### src/rtl/ycm_pkg.sv
// Shared types, widths, register codes and constants for the YCbCr to RGB core.
// No dependencies.
package ycm_pkg;

  localparam int MAX_SAMPLE_BITS = 16;
  localparam int MIN_SAMPLE_BITS = 8;
  localparam int DEPTH_W = 5;
  localparam int MODE_W = 2;
  localparam int IDX_W = 3;
  localparam int COEF_W = 18;
  localparam int CFG_W = COEF_W;
  localparam int GAIN_W = 15;
  localparam int OPD_W = MAX_SAMPLE_BITS + 2;
  localparam int YCG_W = OPD_W + 2;
  localparam int Q_W = OPD_W + GAIN_W;
  localparam int PROD_W = COEF_W + Q_W;
  localparam int ACC_W = PROD_W + 2;
  localparam int FRAC_BITS = 14;
  localparam int ROUND_SHIFT = 2 * FRAC_BITS;
  localparam int QUOT_W = ACC_W - ROUND_SHIFT;

  localparam logic [MODE_W-1:0] MODE_GBR = 2'd0;
  localparam logic [MODE_W-1:0] MODE_YCGCO = 2'd1;
  localparam logic [MODE_W-1:0] MODE_MATRIX = 2'd2;
  localparam logic [MODE_W-1:0] MODE_MATRIX_ALT = 2'd3;

  localparam logic [IDX_W-1:0] REG_MATRIX_MODE = 3'd0;
  localparam logic [IDX_W-1:0] REG_FULL_RANGE = 3'd1;
  localparam logic [IDX_W-1:0] REG_BIT_DEPTH = 3'd2;
  localparam logic [IDX_W-1:0] REG_COEF_R_CR = 3'd3;
  localparam logic [IDX_W-1:0] REG_COEF_G_CB = 3'd4;
  localparam logic [IDX_W-1:0] REG_COEF_G_CR = 3'd5;
  localparam logic [IDX_W-1:0] REG_COEF_B_CB = 3'd6;

  localparam logic [GAIN_W-1:0] LUMA_GAIN = 15'd19151;
  localparam logic [GAIN_W-1:0] CHROMA_GAIN = 15'd18725;
  localparam logic [GAIN_W-1:0] UNITY_GAIN = 15'd16384;

  localparam logic [DEPTH_W-1:0] DEPTH_RST = 5'd8;
  localparam logic signed [COEF_W-1:0] COEF_R_CR_RST = 18'sd22970;
  localparam logic signed [COEF_W-1:0] COEF_G_CB_RST = -18'sd5638;
  localparam logic signed [COEF_W-1:0] COEF_G_CR_RST = -18'sd11700;
  localparam logic signed [COEF_W-1:0] COEF_B_CB_RST = 18'sd29032;

  typedef logic [MAX_SAMPLE_BITS-1:0] sample_t;
  typedef logic signed [OPD_W-1:0] opd_t;
  typedef logic signed [YCG_W-1:0] ycg_t;
  typedef logic signed [Q_W-1:0] q_t;
  typedef logic signed [PROD_W-1:0] prod_t;
  typedef logic signed [ACC_W-1:0] acc_t;

  typedef struct packed {
    logic [MODE_W-1:0] mode;
    logic full;
    logic [DEPTH_W-1:0] depth;
  } cfg_t;

  typedef struct packed {
    logic signed [COEF_W-1:0] r_cr;
    logic signed [COEF_W-1:0] g_cb;
    logic signed [COEF_W-1:0] g_cr;
    logic signed [COEF_W-1:0] b_cb;
  } coef_t;

  // Per-item side info that rides along with the datapath.
  typedef struct packed {
    logic [MODE_W-1:0] mode;
    logic [DEPTH_W-1:0] depth;
    sample_t alpha;
  } ctl_t;

  typedef struct packed {
    ycg_t r;
    ycg_t g;
    ycg_t b;
  } ycg_set_t;

  typedef struct packed {
    opd_t ya;
    opd_t cba;
    opd_t cra;
    logic [GAIN_W-1:0] gy;
    logic [GAIN_W-1:0] gc;
    ycg_set_t ycg;
  } opd_set_t;

  typedef struct packed {
    q_t yq;
    q_t cbq;
    q_t crq;
    prod_t p_r_cr;
    prod_t p_g_cb;
    prod_t p_g_cr;
    prod_t p_b_cb;
    ycg_set_t ycg;
  } prod_set_t;

endpackage

### src/rtl/ycm_round.sv
// Stages 4 and 5: per-mode accumulate with Q28 rounding, then clip to bit depth.
// Depends on ycm_pkg.
module ycm_round (
  input  logic               clk,
  input  logic               rst_n,
  input  logic               valid_s3,
  input  ycm_pkg::ctl_t      ctl_s3,
  input  ycm_pkg::prod_set_t prod_s3,
  output logic               out_valid,
  output ycm_pkg::sample_t   red,
  output ycm_pkg::sample_t   green,
  output ycm_pkg::sample_t   blue,
  output ycm_pkg::sample_t   alpha
);

  localparam ycm_pkg::acc_t RND = ycm_pkg::acc_t'(1) <<< (ycm_pkg::ROUND_SHIFT - 1);

  logic             valid_s4_r;
  ycm_pkg::ctl_t    ctl_s4_r;
  ycm_pkg::acc_t    acc_r_s4_r;
  ycm_pkg::acc_t    acc_g_s4_r;
  ycm_pkg::acc_t    acc_b_s4_r;
  ycm_pkg::acc_t    acc_r_nxt;
  ycm_pkg::acc_t    acc_g_nxt;
  ycm_pkg::acc_t    acc_b_nxt;
  ycm_pkg::acc_t    y28;
  logic             valid_out_r;
  ycm_pkg::sample_t red_r;
  ycm_pkg::sample_t green_r;
  ycm_pkg::sample_t blue_r;
  ycm_pkg::sample_t alpha_r;
  ycm_pkg::sample_t red_nxt;
  ycm_pkg::sample_t green_nxt;
  ycm_pkg::sample_t blue_nxt;
  logic [ycm_pkg::MAX_SAMPLE_BITS:0] lim;

  function automatic ycm_pkg::sample_t clip(input ycm_pkg::acc_t t,
                                            input logic [ycm_pkg::MAX_SAMPLE_BITS:0] lim_v);
    logic [ycm_pkg::QUOT_W-1:0] q;
    q = t[ycm_pkg::ACC_W-1:ycm_pkg::ROUND_SHIFT];
    if (t[ycm_pkg::ACC_W-1]) begin
      clip = '0;
    end else if (q > ycm_pkg::QUOT_W'(lim_v)) begin
      clip = lim_v[ycm_pkg::MAX_SAMPLE_BITS-1:0];
    end else begin
      clip = q[ycm_pkg::MAX_SAMPLE_BITS-1:0];
    end
  endfunction

  always_comb begin
    y28 = ycm_pkg::acc_t'(prod_s3.yq) <<< ycm_pkg::FRAC_BITS;
    case (ctl_s3.mode)
      ycm_pkg::MODE_GBR: begin
        acc_r_nxt = (ycm_pkg::acc_t'(prod_s3.crq) <<< ycm_pkg::FRAC_BITS) + RND;
        acc_g_nxt = y28 + RND;
        acc_b_nxt = (ycm_pkg::acc_t'(prod_s3.cbq) <<< ycm_pkg::FRAC_BITS) + RND;
      end
      ycm_pkg::MODE_YCGCO: begin
        acc_r_nxt = ycm_pkg::acc_t'(prod_s3.ycg.r) <<< ycm_pkg::ROUND_SHIFT;
        acc_g_nxt = ycm_pkg::acc_t'(prod_s3.ycg.g) <<< ycm_pkg::ROUND_SHIFT;
        acc_b_nxt = ycm_pkg::acc_t'(prod_s3.ycg.b) <<< ycm_pkg::ROUND_SHIFT;
      end
      default: begin
        acc_r_nxt = y28 + ycm_pkg::acc_t'(prod_s3.p_r_cr) + RND;
        acc_g_nxt = y28 + ycm_pkg::acc_t'(prod_s3.p_g_cb)
                  + ycm_pkg::acc_t'(prod_s3.p_g_cr) + RND;
        acc_b_nxt = y28 + ycm_pkg::acc_t'(prod_s3.p_b_cb) + RND;
      end
    endcase
  end

  always_comb begin
    lim       = ({{ycm_pkg::MAX_SAMPLE_BITS{1'b0}}, 1'b1} << ctl_s4_r.depth)
              - {{ycm_pkg::MAX_SAMPLE_BITS{1'b0}}, 1'b1};
    red_nxt   = clip(acc_r_s4_r, lim);
    green_nxt = clip(acc_g_s4_r, lim);
    blue_nxt  = clip(acc_b_s4_r, lim);
  end

  always_ff @(posedge clk) begin
    if (!rst_n) begin
      valid_s4_r  <= 1'b0;
      valid_out_r <= 1'b0;
    end else begin
      valid_s4_r  <= valid_s3;
      valid_out_r <= valid_s4_r;
    end
  end

  always_ff @(posedge clk) begin
    ctl_s4_r   <= ctl_s3;
    acc_r_s4_r <= acc_r_nxt;
    acc_g_s4_r <= acc_g_nxt;
    acc_b_s4_r <= acc_b_nxt;
    red_r      <= red_nxt;
    green_r    <= green_nxt;
    blue_r     <= blue_nxt;
    alpha_r    <= ctl_s4_r.alpha;
  end

  assign out_valid = valid_out_r;
  assign red       = red_r;
  assign green     = green_r;
  assign blue      = blue_r;
  assign alpha     = alpha_r;

endmodule

### config.mk
export PLATFORM = sky130hd
export DESIGN_NAME = ycm_round
export DESIGN_NICKNAME = d
export VERILOG_FILES = /design/src/rtl/ycm_pkg.sv /design/src/rtl/ycm_round.sv
export SDC_FILE = /design/constraint.sdc
export NUM_CORES = 1
export LEC_CHECK = 0
export ABC_AREA = 1
export BUFFER_PORTS_ARGS = -buffer_cell sky130_fd_sc_hd__buf_2
export CORE_AREA = 2 2 190 192
export CTS_CLUSTER_DIAMETER = 40
export CTS_CLUSTER_SIZE = 20
export DETAILED_ROUTE_END_ITERATION = 16
export DIE_AREA = 0 0 192 194
export GPL_TIMING_DRIVEN = 1
export PLACE_DENSITY = 0.78
export SKIP_LAST_GASP = 1
export SLEW_MARGIN = 10
export SYNTH_ARGS = -nofsm -noshare
export SYNTH_HDL_FRONTEND = slang
export SYNTH_SLANG_ARGS = --single-unit
### constraint.sdc
create_clock -name clk -period 3.8 [get_ports clk]
set_clock_uncertainty 0.1 [all_clocks]
set_input_delay 0.38 -clock clk [delete_from_list [all_inputs] [get_ports clk]]
set_output_delay 0.38 -clock clk [all_outputs]
set_load 0.02 [all_outputs]
==> metrics.yaml, run 1 <==
finish:
  nets: 3772
  layout_commonest_cell: "nand2_1"
  layout_common_cells: "503 x nand2_1, 399 x buf_2, 313 x nor2_1, 301 x ha_1, 299 x inv_1"
  multi_input_area_um2: 12900
  final_cells: 3516
  final_util: 0.605
  synthToLayoutAreaGrowth_pct: 22.6
  fillers: 3414
  drive_gt1_frac: 0.188
  seq_area_um2: 3250
power_and_ir_drop:
  p_sw_mw: 3.32
  p_seq_frac: 0.278
  ir_drop_mv: 0.369
  clockPowerShare: 0.224
  switching_share: 0.428
  pwr_density_cell_nw_per_um2: 364
  p_int_mw: 4.43
  p_comb_frac: 0.498
  p_leak_nw: 11.0
  p_total_mw: 7.75
timing:
  relSlewSlack: 0.446
  fmax_mhz: 275
  post-route-period-util: 0.957
  tightest_slew_ns: 0.829
  finalWorstSetupSlack_ns: 0.164
  setup_viol: 0
  post-route-min-period_ns: 3.64
  final-hold-violation-count: 0
  drv_slew: 0
  fin_setup_tns_ns: 0
die:
  rows: 69
  die_w_um: 192
  chipHeight_um: 194
  initial_core_util: 0.493
  top_level_ports: 454
  die_area_um2: 37200
  core_area_um2: 35200
yosys:
  synth_top_family_by_area: "simple AND/OR/NAND/NOR gates"
  synth_compound_area_frac: 0.197
  ys_types: 56
  synthXorXnorAreaFrac: 0.0131
  synth-seq-area-share: 0.187
  synth_top_area_share: 0.220
  synth_top_flop_cell: "dfxtp_1"
  synth_edf_count: 0
  synth.mux.area_fraction: 0
  synth_nets: 3296
  post_synth.cell_area_avg_um2: 6.78
  synthAdderAreaFrac: 0.262
  netlist_area_um2: 17400
  synth-async-reset-ratio: 0
  synthSimpleGateAreaFrac: 0.263
  synth-seq-cells: 162
  syn_inst: 2565
  synth_warnings: 0
  synth.area.top_cells: "ha_1 22%, dfxtp_1 19%, nand2_1 11%"
  yosys.area.top_type: "ha_1"
routing:
  drt_wl_total_mm: 68.5
  wl_per_cell_um: 19.5
  vias_per_cell: 5.60
  drc_errors: 0
  via_count: 19700
  ant_nets: 0
  drt_iter0_drc: 1459
  drt_first_pass_iters: 6
worst_setup_path:
  cp-start-kind: "register"
  worstPathRequired_ns: 4.02
  endpoint_kind: "register"
  critPathKind: "register to register"
  worstPathMaxFanout: 7
  cp.arrival_ns: 3.86
global_route:
  grt_max_degree: 37
  grt_pass1_vias: 18300
  use_met3: 0.0235
  grt_overflow: 0
  grt-busiest-layer: "met2"
  grtUsageMet1: 0.479
  antenna_found_initial: 5
  track_usage: 0.357
  met2_usage: 0.582
  grt_pass1_wl_mm: 102
run_status:
  outcome: "finished clean"
cts:
  clock-sinks: 162
  clockRootBuffer: "clkbuf_16"
  cts_tree: "yes"
  clk_pin_slew_ns: 0.06
  insertion_delay_ns: 0.43
  h-tree-depth: 4
  numCtsBuffers: 17
  clock_path_buffers: 2
run:
  maxCapViolations: 0
placed_design:
  routabilityCongestion: 1.05
  post-place-ws_ns: 0.00369
  place_inst: 3453
  hpwl_mm: 59.3
  portBuffers: 399
hold_path:
  hp-class: "primary input to register"
==> per-stage QoR <==
step | area [µm²] | hold WS (ns)
after floorplan | 17400 | 0.210
after global placement | 20300 | 0.210
after detailed placement | 20300 | 0.213
after CTS | 21100 | 0.0314
after global routing | 21300 | 0.0562
final | 21300 | 0.0390
==> registers in the layout, summed over array words and instances, names as in the netlist, 16 cells and up <==
register and cells:
alpha 16, acc_g_s4_r 25, acc_r_s4_r 25, red 16, blue 16, green 16, ctl_s4_r 21, acc_b_s4_r 25
==> critical path, cell delays in order (launching register included) <==
cell        delay, ns
dfxtp_2          0.37
buf_4            0.17
inv_2            0.08
nand3_1          0.11
nand2_1          0.08
nor2_2           0.21
nand3_2          0.12
inv_2            0.06
nand4_1          0.08
xnor2_1          0.16
buf_4            0.14
clkinvlp_4       0.15
ha_4             0.30
nand2_1          0.06
or3_1            0.32
nor4_2           0.31
nand3_2          0.24
buf_12           0.21
nand2_2          0.08
nand2_1          0.06
nand2_1          0.05
nor2_1           0.05
==> power groups by stage <==
stage / Clock [mW] / Sequential [mW] / Combinational, mW
2_1_floorplan: 0 / 2.24 / 2.29
3_3_place_gp: 0 / 2.18 / 3.66
3_5_place_dp: 0 / 2.18 / 3.70
4_1_cts: 1.74 / 2.15 / 3.74
5_1_grt: 1.81 / 2.17 / 4.29
6_report: 1.73 / 2.16 / 3.86
==> cell families after synthesis <==
kind of cell,Yosys count
DFF,162
AOI/OAI and AO/OA,607
adders and majority gates,342
and+or+nand+nor,1084
xor gates and xnor gates,26
buffers and inverters,344
==> per-layer routing <==
metal	share of wire	wire [µm]
met5	0.00041	28
met4	0.053	3650
met3	0.068	4680
met2	0.45	30600
met1	0.43	29500
==> synth_stat cells (5+ instances only) <==
library cell,n
nand4_1,23
a31oi_1,44
dfxtp_1,162
o21bai_1,18
nand2_2,9
o221ai_1,6
inv_1,305
nand3b_1,10
clkbuf_1,19
a211oi_1,5
nor4_1,19
a21oi_1,237
xnor2_1,19
o211ai_1,19
a21boi_0,5
ha_1,305
a22oi_1,6
xor2_1,7
nand2_1,505
o21ai_0,206
buf_6,7
nor2_1,320
fa_1,37
nand3_1,127
o21a_1,17
a21o_1,22
and3_1,7
nor3_1,33
or2_2,15
==> timing repair <==
item | in CTS | in global routing
hold buffers | 21 | 0
hold endpoints to repair | 21 | 0
pin swaps | 0 | 14
gates resized for setup | 1 | 37
gates cloned | 0 | 2
buffers inserted | 0 | 7
setup endpoints to repair | 1 | 48
==> layout make-up <==
cell class | instances | area share
tap | 461 | 0.0271
clock inverter | 9 | 0.00622
timing repair buffer | 490 | 0.132
sequential | 162 | 0.153
antenna | 3 | 0.000352
inverter | 311 | 0.0552
multi-input combinational | 2059 | 0.605
clock buffer | 21 | 0.0216
==> path summary, 6_finish.rpt <==
kind / from / to / slack, ns / depth (start not counted)
min: valid_s3 / valid_s4_r$_SDFF_PN0_ / 0.04 / 3
min reg2reg: ctl_s4_r[15]$_DFF_P_ / alpha[15]$_DFF_P_ / 0.23 / 0
max: ctl_s4_r[18]$_DFF_P_ / red[8]$_SDFF_PP0_ / 0.16 / 21
max reg2reg: ctl_s4_r[18]$_DFF_P_ / red[8]$_SDFF_PP0_ / 0.16 / 21
(Power assumes the default switching activity.)
==> inputs of run 2 (changes only) <==
==> constraint.sdc (replaced) <==
create_clock -name clk -period 3.8 [get_ports clk]
set_clock_uncertainty 0.1 [all_clocks]
set_input_delay 0.19 -clock clk [delete_from_list [all_inputs] [get_ports clk]]
set_output_delay 0.19 -clock clk [all_outputs]
set_load 0.02 [all_outputs]
==> run 2 against run 1 <==
Sequential share of layout area down 0.28 points. Critical path depth rose by 1. Register-to-register slack improved by 0.12 ns. Largest cell class unchanged. Largest power group unchanged. Cell count increased by 1.3%. Non-clock buffer count grew 45. Power shrank 1.5%. Fmax is 3.5% higher. Highest routed layer unchanged. Worst hold slack worse by 0.036 ns.
==> metrics.yaml, run 2 (synthesis results as in run 1) <==
placed_design:
  routabilityCongestion: 1.06
  hpwl_mm: 59.6
  place_area_um2: 20200
  post-place-ws_ns: 0.0186
  portBuffers: 399
worst_setup_path:
  crit_end: "red[0]$_SDFF_PP0_"
  worstPathMaxFanout: 20
  worstPathRequired_ns: 4.02
  r2r_setup_slack_ns: 0.29
  cp-start-kind: "register"
  timing.rr.end: "red[0]$_SDFF_PP0_"
  critPathKind: "register to register"
  rr_startpoint: "ctl_s4_r[17]$_DFF_P_"
  reg2reg_depth: 22
  endpoint_kind: "register"
  cp.arrival_ns: 3.73
  cp-startpoint: "ctl_s4_r[17]$_DFF_P_"
finish:
  reg_top3: "acc_b_s4_r (25), acc_g_s4_r (25), acc_r_s4_r (25)"
  drive_gt1_frac: 0.180
  seq_area_um2: 3240
  multi_input_area_um2: 12900
  final_util: 0.615
  nets: 3817
  fillers: 3340
  final_area_um2: 21700
  layout_commonest_cell: "nand2_1"
  layout_common_cells: "504 x nand2_1, 399 x buf_2, 311 x nor2_1, 304 x ha_1, 301 x inv_1"
  synthToLayoutAreaGrowth_pct: 24.6
power_and_ir_drop:
  switching_share: 0.440
  p_sw_mw: 3.36
  clockPowerShare: 0.210
  ir_drop_mv: 0.436
  p_total_mw: 7.64
  p_int_mw: 4.28
  pwr_density_cell_nw_per_um2: 353
  p_comb_frac: 0.507
  p_seq_frac: 0.283
  p_leak_nw: 11.2
routing:
  wl_per_cell_um: 19.5
  drc_errors: 0
  via_count: 19900
  drt_wl_total_mm: 69.4
  ant_nets: 0
  drt_iter0_drc: 1426
  vias_per_cell: 5.58
  drt_first_pass_iters: 6
global_route:
  track_usage: 0.364
  antenna_found_initial: 3
  grt_pass1_wl_mm: 103
  grt_pass1_vias: 19000
  grt_max_degree: 37
  grt_overflow: 0
hold_path:
  hp-class: "primary input to register"
timing:
  tightest_slew_ns: 0.820
  post-route-period-util: 0.925
  final-hold-violation-count: 0
  drv_slew: 0
  finalWorstSetupSlack_ns: 0.285
  relSlewSlack: 0.452
  post-route-min-period_ns: 3.51
  fmax_mhz: 285
  setup_viol: 0
run_status:
  outcome: "finished clean"
cts:
  clock_path_buffers: 2
  insertion_delay_ns: 0.43
  clock-sinks: 162
  h-tree-depth: 4
  numCtsBuffers: 17
  cts_tree: "yes"
  clockRootBuffer: "clkbuf_16"
  clk_pin_slew_ns: 0.06
die:
  die_area_um2: 37200
  die_w_um: 192
  top_level_ports: 454
  initial_core_util: 0.493
  rows: 69
  chipHeight_um: 194
  core_area_um2: 35200
run:
  maxCapViolations: 0
[run 2: final cells by class]
cell class | instances | area share
Multi-Input combinational cell | 2059 | 0.595
Tap cell | 461 | 0.0266
Clock buffer | 20 | 0.0215
Antenna cell | 2 | 0.000231
Timing Repair Buffer | 535 | 0.149
Clock inverter | 12 | 0.00450
Inverter | 311 | 0.0541
Sequential cell | 162 | 0.150
[run 2: layer usage]
layer / global-route usage / vias to the layer above / routed length [µm]
met5: 0 / - / 23
met1: 0.471 / 8948 / 29500
met4: 0.214 / 4 / 4770
met3: 0.0304 / 209 / 4790
met2: 0.590 / 932 / 30400
li1: - / 9792 / -
[run 2: critical path, cell delays in order (launching register included)]
cell and delay [ns]:
dfxtp_2 0.35, inv_2 0.06, nand2_1 0.08, nor2_1 0.05, inv_1 0.09, nor2_2 0.05
inv_1 0.10, ha_4 0.16, nand2_2 0.08, nor2_4 0.11, nand3_1 0.09, inv_1 0.06
nand4_1 0.12, xnor2_2 0.22, inv_2 0.11, ha_1 0.31, nand2_1 0.07, or3_1 0.39
nor4_2 0.21, nand3_2 0.12, buf_4 0.22, a21oi_1 0.18, nor2_1 0.07
[run 2: what timing repair did]
item | in CTS | in global routing
hold buffers | 76 | 0
endpoints found under the hold margin | 73 | 0
gates resized for setup | 1 | 25
buffers inserted | 0 | 7
pin swaps | 0 | 5
setup endpoints to repair | 26 | 48
[run 2: power by group through the flow]
stage                     clock [mW]  combinational [mW]  sequential, mW
after floorplan                    0                2.29            2.24
after global placement             0                3.64            2.19
after detailed placement           0                3.69            2.19
after CTS                       1.62                3.78            2.15
after global routing            1.69                4.31            2.18
final                           1.61                3.87            2.16
[run 2: how the worst min path moves through the flow]
stage            startpoint                endpoint  slack (ns)  cells past startpoint
6_report       prod_s3[329]  acc_b_s4_r[46]$_DFF_P_       0.003                      4
5_1_grt         prod_s3[31]  acc_g_s4_r[39]$_DFF_P_        0.02                      3
4_1_cts        prod_s3[329]  acc_b_s4_r[46]$_DFF_P_       0.006                      4
3_5_place_dp     ctl_s3[15]    ctl_s4_r[15]$_DFF_P_        0.19                      1
3_3_place_gp     ctl_s3[15]    ctl_s4_r[15]$_DFF_P_        0.19                      1
2_1_floorplan     ctl_s3[0]     ctl_s4_r[0]$_DFF_P_        0.12                      0
[run 2: through the flow]
step | hold WS [ns] | setup TNS (ns) | instances
final | 0.00300 | 0 | 3562
after global routing | 0.0184 | -0.00859 | 3561
after CTS | 0.00643 | 0 | 3553
after detailed placement | 0.194 | 0 | 3445
after global placement | 0.192 | 0 | 3445
after floorplan | 0.118 | 0 | 2565
