[src/rtl/ycm_pkg.sv]
// Shared types, widths, register codes and constants for the YCbCr to RGB core.
// No dependencies.
package ycm_pkg;

  localparam int MAX_SAMPLE_BITS = 16;
  localparam int MIN_SAMPLE_BITS = 8;
  localparam int DEPTH_W = 5;
  localparam int MODE_W = 2;
  localparam int IDX_W = 3;
  localparam int COEF_W = 18;
  localparam int CFG_W = COEF_W;
  localparam int GAIN_W = 15;
  localparam int OPD_W = MAX_SAMPLE_BITS + 2;
  localparam int YCG_W = OPD_W + 2;
  localparam int Q_W = OPD_W + GAIN_W;
  localparam int PROD_W = COEF_W + Q_W;
  localparam int ACC_W = PROD_W + 2;
  localparam int FRAC_BITS = 14;
  localparam int ROUND_SHIFT = 2 * FRAC_BITS;
  localparam int QUOT_W = ACC_W - ROUND_SHIFT;

  localparam logic [MODE_W-1:0] MODE_GBR = 2'd0;
  localparam logic [MODE_W-1:0] MODE_YCGCO = 2'd1;
  localparam logic [MODE_W-1:0] MODE_MATRIX = 2'd2;
  localparam logic [MODE_W-1:0] MODE_MATRIX_ALT = 2'd3;

  localparam logic [IDX_W-1:0] REG_MATRIX_MODE = 3'd0;
  localparam logic [IDX_W-1:0] REG_FULL_RANGE = 3'd1;
  localparam logic [IDX_W-1:0] REG_BIT_DEPTH = 3'd2;
  localparam logic [IDX_W-1:0] REG_COEF_R_CR = 3'd3;
  localparam logic [IDX_W-1:0] REG_COEF_G_CB = 3'd4;
  localparam logic [IDX_W-1:0] REG_COEF_G_CR = 3'd5;
  localparam logic [IDX_W-1:0] REG_COEF_B_CB = 3'd6;

  localparam logic [GAIN_W-1:0] LUMA_GAIN = 15'd19151;
  localparam logic [GAIN_W-1:0] CHROMA_GAIN = 15'd18725;
  localparam logic [GAIN_W-1:0] UNITY_GAIN = 15'd16384;

  localparam logic [DEPTH_W-1:0] DEPTH_RST = 5'd8;
  localparam logic signed [COEF_W-1:0] COEF_R_CR_RST = 18'sd22970;
  localparam logic signed [COEF_W-1:0] COEF_G_CB_RST = -18'sd5638;
  localparam logic signed [COEF_W-1:0] COEF_G_CR_RST = -18'sd11700;
  localparam logic signed [COEF_W-1:0] COEF_B_CB_RST = 18'sd29032;

  typedef logic [MAX_SAMPLE_BITS-1:0] sample_t;
  typedef logic signed [OPD_W-1:0] opd_t;
  typedef logic signed [YCG_W-1:0] ycg_t;
  typedef logic signed [Q_W-1:0] q_t;
  typedef logic signed [PROD_W-1:0] prod_t;
  typedef logic signed [ACC_W-1:0] acc_t;

  typedef struct packed {
    logic [MODE_W-1:0] mode;
    logic full;
    logic [DEPTH_W-1:0] depth;
  } cfg_t;

  typedef struct packed {
    logic signed [COEF_W-1:0] r_cr;
    logic signed [COEF_W-1:0] g_cb;
    logic signed [COEF_W-1:0] g_cr;
    logic signed [COEF_W-1:0] b_cb;
  } coef_t;

  // Per-item side info that rides along with the datapath.
  typedef struct packed {
    logic [MODE_W-1:0] mode;
    logic [DEPTH_W-1:0] depth;
    sample_t alpha;
  } ctl_t;

  typedef struct packed {
    ycg_t r;
    ycg_t g;
    ycg_t b;
  } ycg_set_t;

  typedef struct packed {
    opd_t ya;
    opd_t cba;
    opd_t cra;
    logic [GAIN_W-1:0] gy;
    logic [GAIN_W-1:0] gc;
    ycg_set_t ycg;
  } opd_set_t;

  typedef struct packed {
    q_t yq;
    q_t cbq;
    q_t crq;
    prod_t p_r_cr;
    prod_t p_g_cb;
    prod_t p_g_cr;
    prod_t p_b_cb;
    ycg_set_t ycg;
  } prod_set_t;

endpackage

[src/rtl/ycm_prep.sv]
// Stage 1: depth clamp, offset removal, gain select and YCgCo sums.
// Depends on ycm_pkg.
module ycm_prep (
  input  logic              clk,
  input  logic              rst_n,
  input  ycm_pkg::cfg_t     cfg,
  input  logic              in_valid,
  input  ycm_pkg::sample_t  luma,
  input  ycm_pkg::sample_t  chroma_blue,
  input  ycm_pkg::sample_t  chroma_red,
  input  ycm_pkg::sample_t  alpha,
  output logic              valid_s1,
  output ycm_pkg::ctl_t     ctl_s1,
  output ycm_pkg::opd_set_t opd_s1
);

  logic [ycm_pkg::DEPTH_W-1:0] depth_c;
  logic [ycm_pkg::DEPTH_W-1:0] off_sh;
  logic [ycm_pkg::DEPTH_W-1:0] half_sh;
  ycm_pkg::sample_t            off_v;
  ycm_pkg::sample_t            half_v;
  ycm_pkg::sample_t            luma_sub;
  ycm_pkg::sample_t            chroma_sub;
  ycm_pkg::opd_set_t           opd_nxt;
  ycm_pkg::ctl_t               ctl_nxt;
  logic                        valid_r;
  ycm_pkg::ctl_t               ctl_r;
  ycm_pkg::opd_set_t           opd_r;

  always_comb begin
    if (cfg.depth < ycm_pkg::DEPTH_W'(ycm_pkg::MIN_SAMPLE_BITS)) begin
      depth_c = ycm_pkg::DEPTH_W'(ycm_pkg::MIN_SAMPLE_BITS);
    end else if (cfg.depth > ycm_pkg::DEPTH_W'(ycm_pkg::MAX_SAMPLE_BITS)) begin
      depth_c = ycm_pkg::DEPTH_W'(ycm_pkg::MAX_SAMPLE_BITS);
    end else begin
      depth_c = cfg.depth;
    end
    off_sh  = depth_c - ycm_pkg::DEPTH_W'(ycm_pkg::MIN_SAMPLE_BITS);
    half_sh = depth_c - ycm_pkg::DEPTH_W'(1);
    off_v   = ycm_pkg::sample_t'(16) << off_sh;
    half_v  = ycm_pkg::sample_t'(1) << half_sh;

    luma_sub = (cfg.mode != ycm_pkg::MODE_YCGCO && !cfg.full) ? off_v : '0;
    if (cfg.mode == ycm_pkg::MODE_GBR) begin
      chroma_sub = cfg.full ? '0 : off_v;
    end else begin
      chroma_sub = half_v;
    end

    opd_nxt.ya  = $signed({2'b00, luma}) - $signed({2'b00, luma_sub});
    opd_nxt.cba = $signed({2'b00, chroma_blue}) - $signed({2'b00, chroma_sub});
    opd_nxt.cra = $signed({2'b00, chroma_red}) - $signed({2'b00, chroma_sub});
    opd_nxt.gy  = cfg.full ? ycm_pkg::UNITY_GAIN : ycm_pkg::LUMA_GAIN;
    opd_nxt.gc  = cfg.full ? ycm_pkg::UNITY_GAIN : ycm_pkg::CHROMA_GAIN;
    opd_nxt.ycg.r = ycm_pkg::ycg_t'(opd_nxt.ya) - ycm_pkg::ycg_t'(opd_nxt.cba)
                  + ycm_pkg::ycg_t'(opd_nxt.cra);
    opd_nxt.ycg.g = ycm_pkg::ycg_t'(opd_nxt.ya) + ycm_pkg::ycg_t'(opd_nxt.cba);
    opd_nxt.ycg.b = ycm_pkg::ycg_t'(opd_nxt.ya) - ycm_pkg::ycg_t'(opd_nxt.cba)
                  - ycm_pkg::ycg_t'(opd_nxt.cra);

    ctl_nxt.mode  = cfg.mode;
    ctl_nxt.depth = depth_c;
    ctl_nxt.alpha = alpha;
  end

  always_ff @(posedge clk) begin
    if (!rst_n) begin
      valid_r <= 1'b0;
    end else begin
      valid_r <= in_valid;
    end
  end

  always_ff @(posedge clk) begin
    ctl_r <= ctl_nxt;
    opd_r <= opd_nxt;
  end

  assign valid_s1 = valid_r;
  assign ctl_s1   = ctl_r;
  assign opd_s1   = opd_r;

endmodule

[config.mk]
export PLATFORM = sky130hd
export DESIGN_NAME = ycm_prep
export DESIGN_NICKNAME = d
export VERILOG_FILES = /design/src/rtl/ycm_pkg.sv /design/src/rtl/ycm_prep.sv
export SDC_FILE = /design/constraint.sdc
export NUM_CORES = 1
export LEC_CHECK = 0
export BUFFER_PORTS_ARGS = -buffer_cell sky130_fd_sc_hd__buf_2
export CAP_MARGIN = 40
export CORE_MARGIN = 2
export CORE_UTILIZATION = 40
export DETAILED_ROUTE_END_ITERATION = 8
export PLACE_DENSITY = 0.67
export SKIP_LAST_GASP = 1
export SLEW_MARGIN = 0
export SYNTH_ARGS = -nofsm -noshare
export SYNTH_HDL_FRONTEND = slang
export SYNTH_SLANG_ARGS = --single-unit
[constraint.sdc]
create_clock -name clk -period 6.2 [get_ports clk]
set_input_delay 0.31 -clock clk [delete_from_list [all_inputs] [get_ports clk]]
set_output_delay 0.31 -clock clk [all_outputs]
set_load 0.01 [all_outputs]
==> results.txt, run 1 <==
H-tree depth - 4
Placer Congestion - 0.896
Clock power share - 21.3%
Grt ovf - 0
Final Hold Fails - 0
Router iterations before antenna repair - 6
Yosys top cell area share - 31.3%
Root Buffer - clkbuf_16
Initial Util - 41.0%
CP max FO - 7
Maximum VDD drop - 0.000189 V
Top sig layer - met5
Combinational Power Share - 54.3%
Critical path capture point type - register
Largest net degree at the start of global routing - 17
Minimum clock period - 5.66 ns
Sw Ratio - 42.0%
Area grow syn2layout - 24.6%
Met2 WL - 10,500 um
Antenna diodes - 0
Share of power burned in registers - 24.4%
Met1 wire length - 9980 um
Vias per inst - 4.97
Required @ worst endpoint - 6.54 ns
Ys Warns - 0
Die X - 149 um
Non-Filler Instances - 1,480
Clk buf depth - 2
Drt total wl - 22,500 um
Outcome - completed
Pint - 2.80 mW
Vias in the first global route - 7,119
Synth Flop Type - dfxtp_1
Worst setup path end - opd_s1[18]
Commonest non-fill, non-tap cells in the layout - buf_2, dfxtp_1, ha_1, a21oi_1, nor2_1
PwrDens - 461 nW/um2
DP HPWL - 18,300 um
Total number of vias - 7,353
Critical Path Source Type - input port
CTS clk-pin slew, worst paths - 0.06 ns
Core Area - 20,400 um2
Number of distinct library cells after synthesis - 66
DRT iter0 DRCs - 351
Largest cells by area after synthesis - dfxtp_1, ha_1, xnor2_1
Post-Syn Area - 8390 um2
Lkg Pwr - 4.95 nW
I/O Buffers - 225
Final routed DRC violation total - 0
Routed len/inst - 15.2 um
Mean post-synth cell area - 8.72 um2
# placed instances - 1,432
CTS buffer count - 17
Seq cells post-synth - 131
Critical path launch point - cfg[3]
All-Layer GR Usage - 20.1%
Final hold slack - 0.0122 ns
Share of layout cells above drive strength 1 - 24.4%
WS Path Type - in2reg
HP Class - in2reg
RSZ-0062 raised after global routing - no
Final core occ - 51.2%
Period utilization - 91.4%
EDFF count, synth - 0
Setup violators final - 0
Rows - 52
Worst Tran Pin Value - 0.628 ns
Most common cell after layout, fill and taps aside - buf_2
Synth Instances - 962
Initial antenna violation count - 2
Fraction of registers with async set/reset - 0%
Arr. time, crit path - 6.00 ns
Die span in y - 149 um
Setup TNS - 0 ns
DIE AREA - 22,100 um2
CTS tree - yes
Max cap viols - 0
Fmax - 177 MHz
# IOs - 243
WL met3 - 1600 um
Leading area contributor after synthesis - dfxtp_1
Register area share after synthesis - 31.3%
Switch Pwr - 2.02 mW
Slew headroom - 57.7%
First-pass GRT wire length - 34,600 um
Final nets - 1,394
CTS sink count - 131
Antenna-violating nets left - 0
Slew Viols, Final - 0
==> cell usage after synthesis (12+ instances only) <==
cell and n:
nor3_1 26, nand2b_1 14, nor4_1 12, xor2_1 28, buf_4 37, clkbuf_1 27
inv_1 72, dfxtp_1 131, nand2_1 52, a21oi_1 83, ha_1 116, nand3_1 13
o21ai_0 39, a31oi_1 14, nor2b_1 13, nor2_1 78, xnor2_1 67
==> per-layer routing <==
| metal | track usage (%) | vias to the layer above |
|---|---|---|
| met5 | 0 | - |
| met3 | 4.92 | 38 |
| met2 | 34.3 | 281 |
| li1 | - | 3731 |
| met4 | 6.76 | 2 |
| met1 | 24.9 | 3301 |
==> sequential cells by signal, indices dropped and copies added, names as in the netlist <==
signal and cells:
opd_s1 107, ctl_s1 23, valid_s1 1
==> critical path: stages <==
cell and delay (ns):
buf_2 0.10, nor2b_1 0.15, and2_1 0.20, nor2_1 0.16
ha_2 0.24, nand3_1 0.13, ha_1 0.37, o21a_1 0.20
a21oi_1 0.20, o21ai_0 0.17, a21oi_1 0.23, o21bai_1 0.11
a21oi_2 0.19, xnor2_1 0.15, ha_1 0.31, or3_1 0.38
nand2b_1 0.17, nor3_1 0.22, o32ai_2 0.14, o31ai_2 0.28
xnor2_1 0.16, ha_2 0.42, inv_1 0.11, a21oi_1 0.20
o21a_1 0.14, nor2_1 0.04, o31a_1 0.27, o31ai_1 0.23
==> worst min-delay path by stage <==
stage / cells past startpoint / endpoint / slack, ns / from
final: 1 / opd_s1[126] / 0.01 / luma[0]
after floorplan: 0 / ctl_s1[0] / 0.34 / alpha[0]
after global routing: 1 / opd_s1[126] / 0.005 / luma[0]
after global placement: 1 / ctl_s1[1] / 0.41 / alpha[1]
after detailed placement: 1 / ctl_s1[3] / 0.41 / alpha[3]
after CTS: 1 / opd_s1[126] / 0.001 / luma[0]
==> metrics by stage <==
stage | area, um2 | power (mW) | setup slack, ns
floorplan | 8480 | 3.08 | 0.373
global placement | 9670 | 3.75 | 0.162
detailed placement | 9670 | 3.78 | 0.0173
CTS | 10400 | 4.84 | 0.436
global route | 10500 | 5.18 | 0.0250
finish | 10500 | 4.82 | 0.536
==> final cells by class <==
| cell class | count | area [um2] |
|---|---|---|
| Sequential cell | 131 | 2620 |
| Fill cell | 1957 | 9980 |
| Inverter | 73 | 274 |
| Clock inverter | 15 | 180 |
| Timing Repair Buffer | 257 | 1410 |
| Clock buffer | 17 | 425 |
| Tap cell | 270 | 338 |
| Multi-Input combinational cell | 717 | 5200 |
==> timing repair <==
item / in CTS / in global routing
setup endpoints to repair: 0 / 3
hold endpoints to repair: 16 / 0
buffers inserted: 0 / 0
resized for setup: 0 / 4
hold buffers: 16 / 0
==> power by group through the flow <==
| stage | clock network (mW) | registers, mW | logic (mW) |
|---|---|---|---|
| 2_1_floorplan | 0 | 1.33 | 1.76 |
| 3_3_place_gp | 0 | 1.19 | 2.55 |
| 3_5_place_dp | 0 | 1.19 | 2.59 |
| 4_1_cts | 1.05 | 1.18 | 2.61 |
| 5_1_grt | 1.09 | 1.20 | 2.88 |
| 6_report | 1.03 | 1.17 | 2.62 |
==> logic make-up (layout without fill, tap and decap cells) <==
kind of cell / count (synthesis) / count (layout) / share of synthesized area (%)
simple gates: 241 / 241 / 13.7
compound gates: 230 / 230 / 18.2
buf+inv: 140 / 362 / 8.03
flops: 131 / 131 / 31.3
fa+ha+maj: 122 / 122 / 18.7
xor+xnor: 95 / 95 / 9.92
other cells: 2 / 28 / 0.0896
mux: 1 / 1 / 0.119
No activity file was read; power rests on OpenSTA's default activity.
==> run 2, diff against run 1 <==
--- a/config.mk
+++ b/config.mk
@@ -5,12 +5,13 @@
 export SDC_FILE = /design/constraint.sdc
 export NUM_CORES = 1
 export LEC_CHECK = 0
+export ABC_AREA = 1
 export BUFFER_PORTS_ARGS = -buffer_cell sky130_fd_sc_hd__buf_2
-export CAP_MARGIN = 40
+export CAP_MARGIN = 20
 export CORE_MARGIN = 2
 export CORE_UTILIZATION = 40
 export DETAILED_ROUTE_END_ITERATION = 8
-export PLACE_DENSITY = 0.67
+export PLACE_DENSITY = 0.65
 export SKIP_LAST_GASP = 1
 export SLEW_MARGIN = 0
 export SYNTH_ARGS = -nofsm -noshare
==> run 2 against run 1 <==
Against the previous run: sequential power about the same; global-route usage up 2.8 points; combinational power up 7.6%; sequential share of layout area down 3.1 points; via count up 33%; non-clock buffer count down 5.
==> results.txt, run 2 <==
Outcome - completed (unchanged)
Critical path capture point type - register (unchanged)
Core Area - 24,300 um2 (was 20,400 um2)
CTS tree - yes (unchanged)
Final Hold Fails - 0 (unchanged)
Arr. time, crit path - 5.77 ns (was 6.00 ns)
Max cap viols - 0 (unchanged)
Synth Flop Type - dfxtp_1 (unchanged)
Placed cell area - 11,100 um2 (was 9670 um2)
RSZ-0062 raised after global routing - no (unchanged)
Die span in y - 161 um (was 149 um)
DRT iter0 DRCs - 673 (was 351)
Setup TNS - 0 ns (unchanged)
Final setup margin - 0.742 ns (was 0.536 ns)
Grt ovf - 0 (unchanged)
Worst slack at placement - 0.421 ns (was 0.0173 ns)
DP HPWL - 25,100 um (was 18,300 um)
Worst Tran Pin Value - 0.545 ns (was 0.628 ns)
Total number of vias - 9,793 (was 7,353)
Rows - 57 (was 52)
Mean post-synth cell area - 6.83 um2 (was 8.72 um2)
Largest cells by area after synthesis - dfxtp_1, nand2_1, ha_1 (was dfxtp_1, ha_1, xnor2_1)
Lkg Pwr - 6.53 nW (was 4.95 nW)
Slew headroom - 63.4% (was 57.7%)
Synth Area in Compound Gates - 10.1% (was 18.2%)
HP Class - in2reg (unchanged)
Slew Viols, Final - 0 (unchanged)
Post-Synth Simple-Gate Area - 29.9% (was 13.7%)
Final routed DRC violation total - 0 (unchanged)
DIE AREA - 26,100 um2 (was 22,100 um2)
Fmax - 183 MHz (was 177 MHz)
Vias per inst - 4.85 (was 4.97)
# placed instances - 1,968 (was 1,432)
Final nets - 1,878 (was 1,394)
First-pass GRT wire length - 46,700 um (was 34,600 um)
Number of distinct library cells after synthesis - 41 (was 66)
WL met3 - 2010 um (was 1600 um)
Vias in the first global route - 9,187 (was 7,119)
CTS sink count - 131 (unchanged)
Register area share after synthesis - 26.4% (was 31.3%)
Seq cells post-synth - 131 (unchanged)
CP max stage cell - ha_1 (was ha_2)
Final hold slack - 0.0159 ns (was 0.0122 ns)
CTS clk-pin slew, worst paths - 0.06 ns (about the same)
WS Path Type - in2reg (unchanged)
Commonest non-fill, non-tap cells in the layout - nand2_1, buf_2, inv_1, dfxtp_1, nand3_1 (was buf_2, dfxtp_1, ha_1, a21oi_1, nor2_1)
Routed len/inst - 14.9 um (was 15.2 um)
Non-Filler Instances - 2,020 (was 1,480)
Placer Congestion - 0.975 (was 0.896)
Largest net degree at the start of global routing - 17 (unchanged)
Hold Path Sink - opd_s1[126] (unchanged)
Met2 WL - 13,500 um (was 10,500 um)
Post-Syn Area - 9920 um2 (was 8390 um2)
Area grow syn2layout - 20.0% (was 24.6%)
PwrDens - 423 nW/um2 (was 461 nW/um2)
Setup Fix Bufs, Post-CTS - 0 (unchanged)
Total power - 5.04 mW (was 4.82 mW)
I/O Buffers - 225 (unchanged)
All-Layer GR Usage - 22.9% (was 20.1%)
Critical path's most frequent cell - nand2_1 (was a21oi_1)
EDFF count, synth - 0 (unchanged)
Most common cell after layout, fill and taps aside - nand2_1 (was buf_2)
Hold Crit Depth - 1 (unchanged)
Initial antenna violation count - 1 (was 2)
Post-synthesis adder-cell area fraction - 15.8% (was 18.7%)
Met1 wire length - 13,500 um (was 9980 um)
Period utilization - 88.0% (was 91.4%)
Router iterations before antenna repair - 8 (was 6)
Root Buffer - clkbuf_16 (unchanged)
CP max stage delay - 0.51 ns (was 0.42 ns)
Multiplexer area fraction after synthesis - 0% (was 0.119%)
Required @ worst endpoint - 6.52 ns (was 6.54 ns)
Antenna-violating nets left - 0 (unchanged)
Commonest cells post-synth - nand2_1, inv_1, dfxtp_1 (was dfxtp_1, ha_1, a21oi_1)
Most common cell in the netlist - nand2_1 (was dfxtp_1)
Minimum clock period - 5.46 ns (was 5.66 ns)
CP max FO - 9 (was 7)
FILL cells - 2,519 (was 1,957)
Post-Synth XOR/XNOR Area - 5.39% (was 9.92%)
# IOs - 243 (unchanged)
Top sig layer - met4 (was met5)
Clk buf depth - 2 (unchanged)
Synth Instances - 1,452 (was 962)
CTS buffer count - 17 (unchanged)
Final core occ - 49.0% (was 51.2%)
Leading area contributor after synthesis - dfxtp_1 (unchanged)
Die X - 161 um (was 149 um)
Fraction of registers with async set/reset - 0% (unchanged)
Drt total wl - 30,100 um (was 22,500 um)
H-tree depth - 4 (unchanged)
Largest family of logic cells by synthesized area - simple AND/OR/NAND/NOR gates (was adder cells)
Setup violators final - 0 (unchanged)
Share of layout cells above drive strength 1 - 17.8% (was 24.4%)
Ys Warns - 0 (unchanged)
HP Start - luma[0] (unchanged)
Design Area, Final - 11,900 um2 (was 10,500 um2)
Initial Util - 40.8% (was 41.0%)
Maximum VDD drop - 0.000196 V (was 0.000189 V)
Critical Path Source Type - input port (unchanged)
Reg area - 2620 um2 (unchanged)
Max FFs per register - 107 (unchanged)
Area of the multi-input gates - 6170 um2 (was 5200 um2)
Yosys top cell area share - 26.4% (was 31.3%)
-- run 2: cell types whose count changed in the layout (fill, tap and decap cells not counted), sizes merged, moves of 8 or more --
| cell | delta |
|---|---|
| nor3 | -15 |
| xnor2 | -62 |
| nor2 | +51 |
| nand2b | -14 |
| o21a | -11 |
| a21oi | +13 |
| xor2 | +28 |
| a211oi | -8 |
| a31oi | -9 |
| nand2 | +352 |
| nor2b | -13 |
| nand3 | +117 |
| inv | +118 |
-- run 2: where the power goes --
group	leakage [nW]	internal, mW	switching (mW)
Clock	0.291	0.615	0.429
Sequential	1.10	1.11	0.0681
Combinational	5.13	0.951	1.87
-- run 2: kinds of logic after synthesis --
group / Yosys count
compound gates: 173
simple gates: 702
xor+xnor: 61
fa+ha+maj: 122
flops: 131
buf+inv: 261
other cells: 2
-- run 2: metal layers --
| metal | up-vias | track usage [%] |
|---|---|---|
| met5 | - | 0 |
| met4 | 0 | 8.97 |
| met3 | 50 | 4.70 |
| met2 | 391 | 38.1 |
| met1 | 4325 | 29.1 |
| li1 | 5027 | - |
-- run 2: worst max path at each step --
stage	startpoint	to	slack, ns	cells after the start
finish	cfg[4]	opd_s1[57]	0.74	32
global route	cfg[4]	opd_s1[57]	0.18	31
CTS	cfg[4]	opd_s1[57]	0.84	32
global placement	cfg[4]	opd_s1[57]	0.46	32
detailed placement	cfg[4]	opd_s1[57]	0.42	32
floorplan	cfg[4]	opd_s1[58]	1.74	30
-- run 2: what timing repair did --
item | in CTS | in global routing
hold endpoints to repair | 18 | 0
gates resized for setup | 0 | 0
endpoints found under the setup margin | 0 | 0
hold buffers | 18 | 0
-- run 2: worst max-delay path, delay by kind of cell --
kind	cells	cell delay (ns)
compound gates	9	1.81
simple gates	14	1.24
fa+ha+maj	4	1.72
buf+inv	5	0.70
-- run 2: final cells by class --
type                    count  area share [%]
multi-input cells        1086            51.8
diodes                      2          0.0420
clock buffers              18            3.69
repair buffers            252            11.5
well taps                 324            3.41
inverters                 193            6.09
flip-flops and latches    131            22.0
clock inverters            14            1.39
==> run 3, diff against run 2 <==
--- a/config.mk
+++ b/config.mk
@@ -6,7 +6,7 @@
 export NUM_CORES = 1
 export LEC_CHECK = 0
 export ABC_AREA = 1
-export BUFFER_PORTS_ARGS = -buffer_cell sky130_fd_sc_hd__buf_2
+export BUFFER_PORTS_ARGS = -buffer_cell sky130_fd_sc_hd__buf_4
 export CAP_MARGIN = 20
 export CORE_MARGIN = 2
 export CORE_UTILIZATION = 40
==> run 3 against run 2 <==
Against the previous run: cell area grew 4.6%; largest power group unchanged; critical path depth decreased by 3; non-clock buffer count increased by 3; clock-buffer cell count is 1 lower; core utilization rose by 2.3 points; die area unchanged; sequential share of layout area decreased by 0.97 points; cell count hardly changed; sequential power hardly changed; worst hold slack improved by 0.017 ns; largest cell class unchanged; clock power fell by 5%.
==> results.txt, run 3 (same netlist as run 2, synthesis figures left out) <==
Setup TNS - 0 ns (unchanged)
Max FFs per register - 107 (unchanged)
Fmax - 181 MHz (was 183 MHz)
Total number of vias - 9,895 (was 9,793)
H-tree depth - 4 (unchanged)
CP max FO - 9 (unchanged)
Routed len/inst - 15.2 um (was 14.9 um)
Minimum clock period - 5.54 ns (was 5.46 ns)
Final nets - 1,881 (was 1,878)
Share of layout cells above drive strength 1 - 17.8% (about the same)
CTS clk-pin slew, worst paths - 0.07 ns (was 0.06 ns)
Outcome - completed (unchanged)
Final Hold Fails - 0 (unchanged)
Largest net degree at the start of global routing - 17 (unchanged)
Rows - 57 (unchanged)
Period utilization - 89.3% (was 88.0%)
Drt total wl - 30,800 um (was 30,100 um)
Hold Crit Depth - 1 (unchanged)
PwrDens - 413 nW/um2 (was 423 nW/um2)
DP HPWL - 25,800 um (was 25,100 um)
Slew headroom - 66.7% (was 63.4%)
Lkg Pwr - 6.71 nW (was 6.53 nW)
Arr. time, crit path - 5.86 ns (was 5.77 ns)
Slew Viols, Final - 0 (unchanged)
Router iterations before antenna repair - 6 (was 8)
Vias per inst - 4.90 (was 4.85)
Most common cell after layout, fill and taps aside - nand2_1 (unchanged)
Initial Util - 40.8% (unchanged)
DRT iter0 DRCs - 598 (was 673)
CTS buffer count - 17 (unchanged)
CP max stage cell - dlygate4sd3_1 (was ha_1)
Initial antenna violation count - 0 (was 1)
Commonest non-fill, non-tap cells in the layout - nand2_1, buf_4, inv_1, dfxtp_1, nand3_1 (was nand2_1, buf_2, inv_1, dfxtp_1, nand3_1)
Placer Congestion - 0.946 (was 0.975)
# placed instances - 1,968 (unchanged)
Grt ovf - 0 (unchanged)
CP max stage delay - 0.55 ns (was 0.51 ns)
Required @ worst endpoint - 6.52 ns (about the same)
RSZ-0062 raised after global routing - no (unchanged)
CTS tree - yes (unchanged)
Reg area - 2620 um2 (unchanged)
DIE AREA - 26,100 um2 (unchanged)
Area of the multi-input gates - 6170 um2 (unchanged)
I/O Buffers - 225 (unchanged)
FILL cells - 2,466 (was 2,519)
Die span in y - 161 um (unchanged)
First-pass GRT wire length - 48,300 um (was 46,700 um)
Final core occ - 51.2% (was 49.0%)
Final routed DRC violation total - 0 (unchanged)
Setup violators final - 0 (unchanged)
Worst Tran Pin Value - 0.496 ns (was 0.545 ns)
Core Area - 24,300 um2 (unchanged)
Critical path capture point type - register (unchanged)
Critical Path Source Type - input port (unchanged)
Vias in the first global route - 9,462 (was 9,187)
Critical path's most frequent cell - nand2_1 (unchanged)
HP Start - cfg[4] (was luma[0])
Area grow syn2layout - 25.6% (was 20.0%)
All-Layer GR Usage - 23.6% (was 22.9%)
Die X - 161 um (unchanged)
Non-Filler Instances - 2,021 (was 2,020)
Setup Fix Bufs, Post-CTS - 0 (unchanged)
Max cap viols - 0 (unchanged)
Hold Path Sink - ctl_s1[20] (was opd_s1[126])
HP Class - in2reg (unchanged)
Maximum VDD drop - 0.000199 V (was 0.000196 V)
Root Buffer - clkbuf_16 (unchanged)
WS Path Type - in2reg (unchanged)
Clk buf depth - 2 (unchanged)
Antenna diodes - 0 (was 2)
# IOs - 243 (unchanged)
CTS sink count - 131 (unchanged)
Antenna-violating nets left - 0 (unchanged)
==> run 3: cell count changes in the layout (fill, tap and decap cells not counted), sizes merged <==
cell         change
dlygate4sd3      +3
bufinv           -2
diode            -2
clkbuf           -1
clkinv           +1
clkinvlp         +1
inv              +1
==> run 3: repair_timing <==
action | CTS | global route
hold buffers | 21 | 0
resized for setup | 0 | 0
hold endpoints to repair | 21 | 0
==> run 3: power by group <==
| group | switching [mW] | leakage [nW] | internal, mW |
|---|---|---|---|
| Sequential | 0.0851 | 1.10 | 1.11 |
| Clock | 0.453 | 0.271 | 0.531 |
| Combinational | 1.86 | 5.33 | 1.10 |
| Total | 2.40 | 6.71 | 2.74 |
==> run 3: area by class of cell <==
class / count / area share (%)
multi-input combinational: 1086 / 49.5
clock inverter: 15 / 1.14
clock buffer: 17 / 3.42
timing repair buffer: 255 / 15.8
sequential: 131 / 21.1
tap: 324 / 3.25
inverter: 193 / 5.82
==> run 3: critical path, delay by kind of cell <==
family / cells / cell delay [ns]
AO/OA/AOI/OAI: 7 / 1.36
buffers and inverters: 5 / 1.19
adder cells (fa/ha/maj): 3 / 1.46
AND/OR/NAND/NOR: 14 / 1.55
==> run 3: through the flow <==
stage	worst slack (ns)	total power [mW]	area [um2]	hold WS [ns]
floorplan	1.74	3.21	10000	0.338
global placement	0.446	4.15	11700	0.414
detailed placement	0.460	4.14	11700	0.416
CTS	0.791	5.16	12500	0.0149
global route	0.100	5.57	12500	0.0268
finish	0.660	5.14	12500	0.0324
==> run 3: worst max-delay path by stage <==
| stage | cells past startpoint | start | slack, ns | to |
|---|---|---|---|---|
| 3_5_place_dp | 34 | cfg[4] | 0.46 | opd_s1[58] |
| 3_3_place_gp | 34 | cfg[4] | 0.45 | opd_s1[58] |
| 2_1_floorplan | 30 | cfg[4] | 1.74 | opd_s1[58] |
| 6_report | 29 | cfg[6] | 0.66 | opd_s1[57] |
| 4_1_cts | 32 | cfg[7] | 0.79 | opd_s1[58] |
| 5_1_grt | 31 | cfg[6] | 0.10 | opd_s1[58] |
==> run 3: metal layers <==
layer	up-vias	share of wire [%]	global-route usage (%)
li1	5045	-	-
met1	4418	44	29.8
met2	375	45	39.4
met3	57	6.8	4.37
met4	0	3.9	10.5
met5	-	0	0
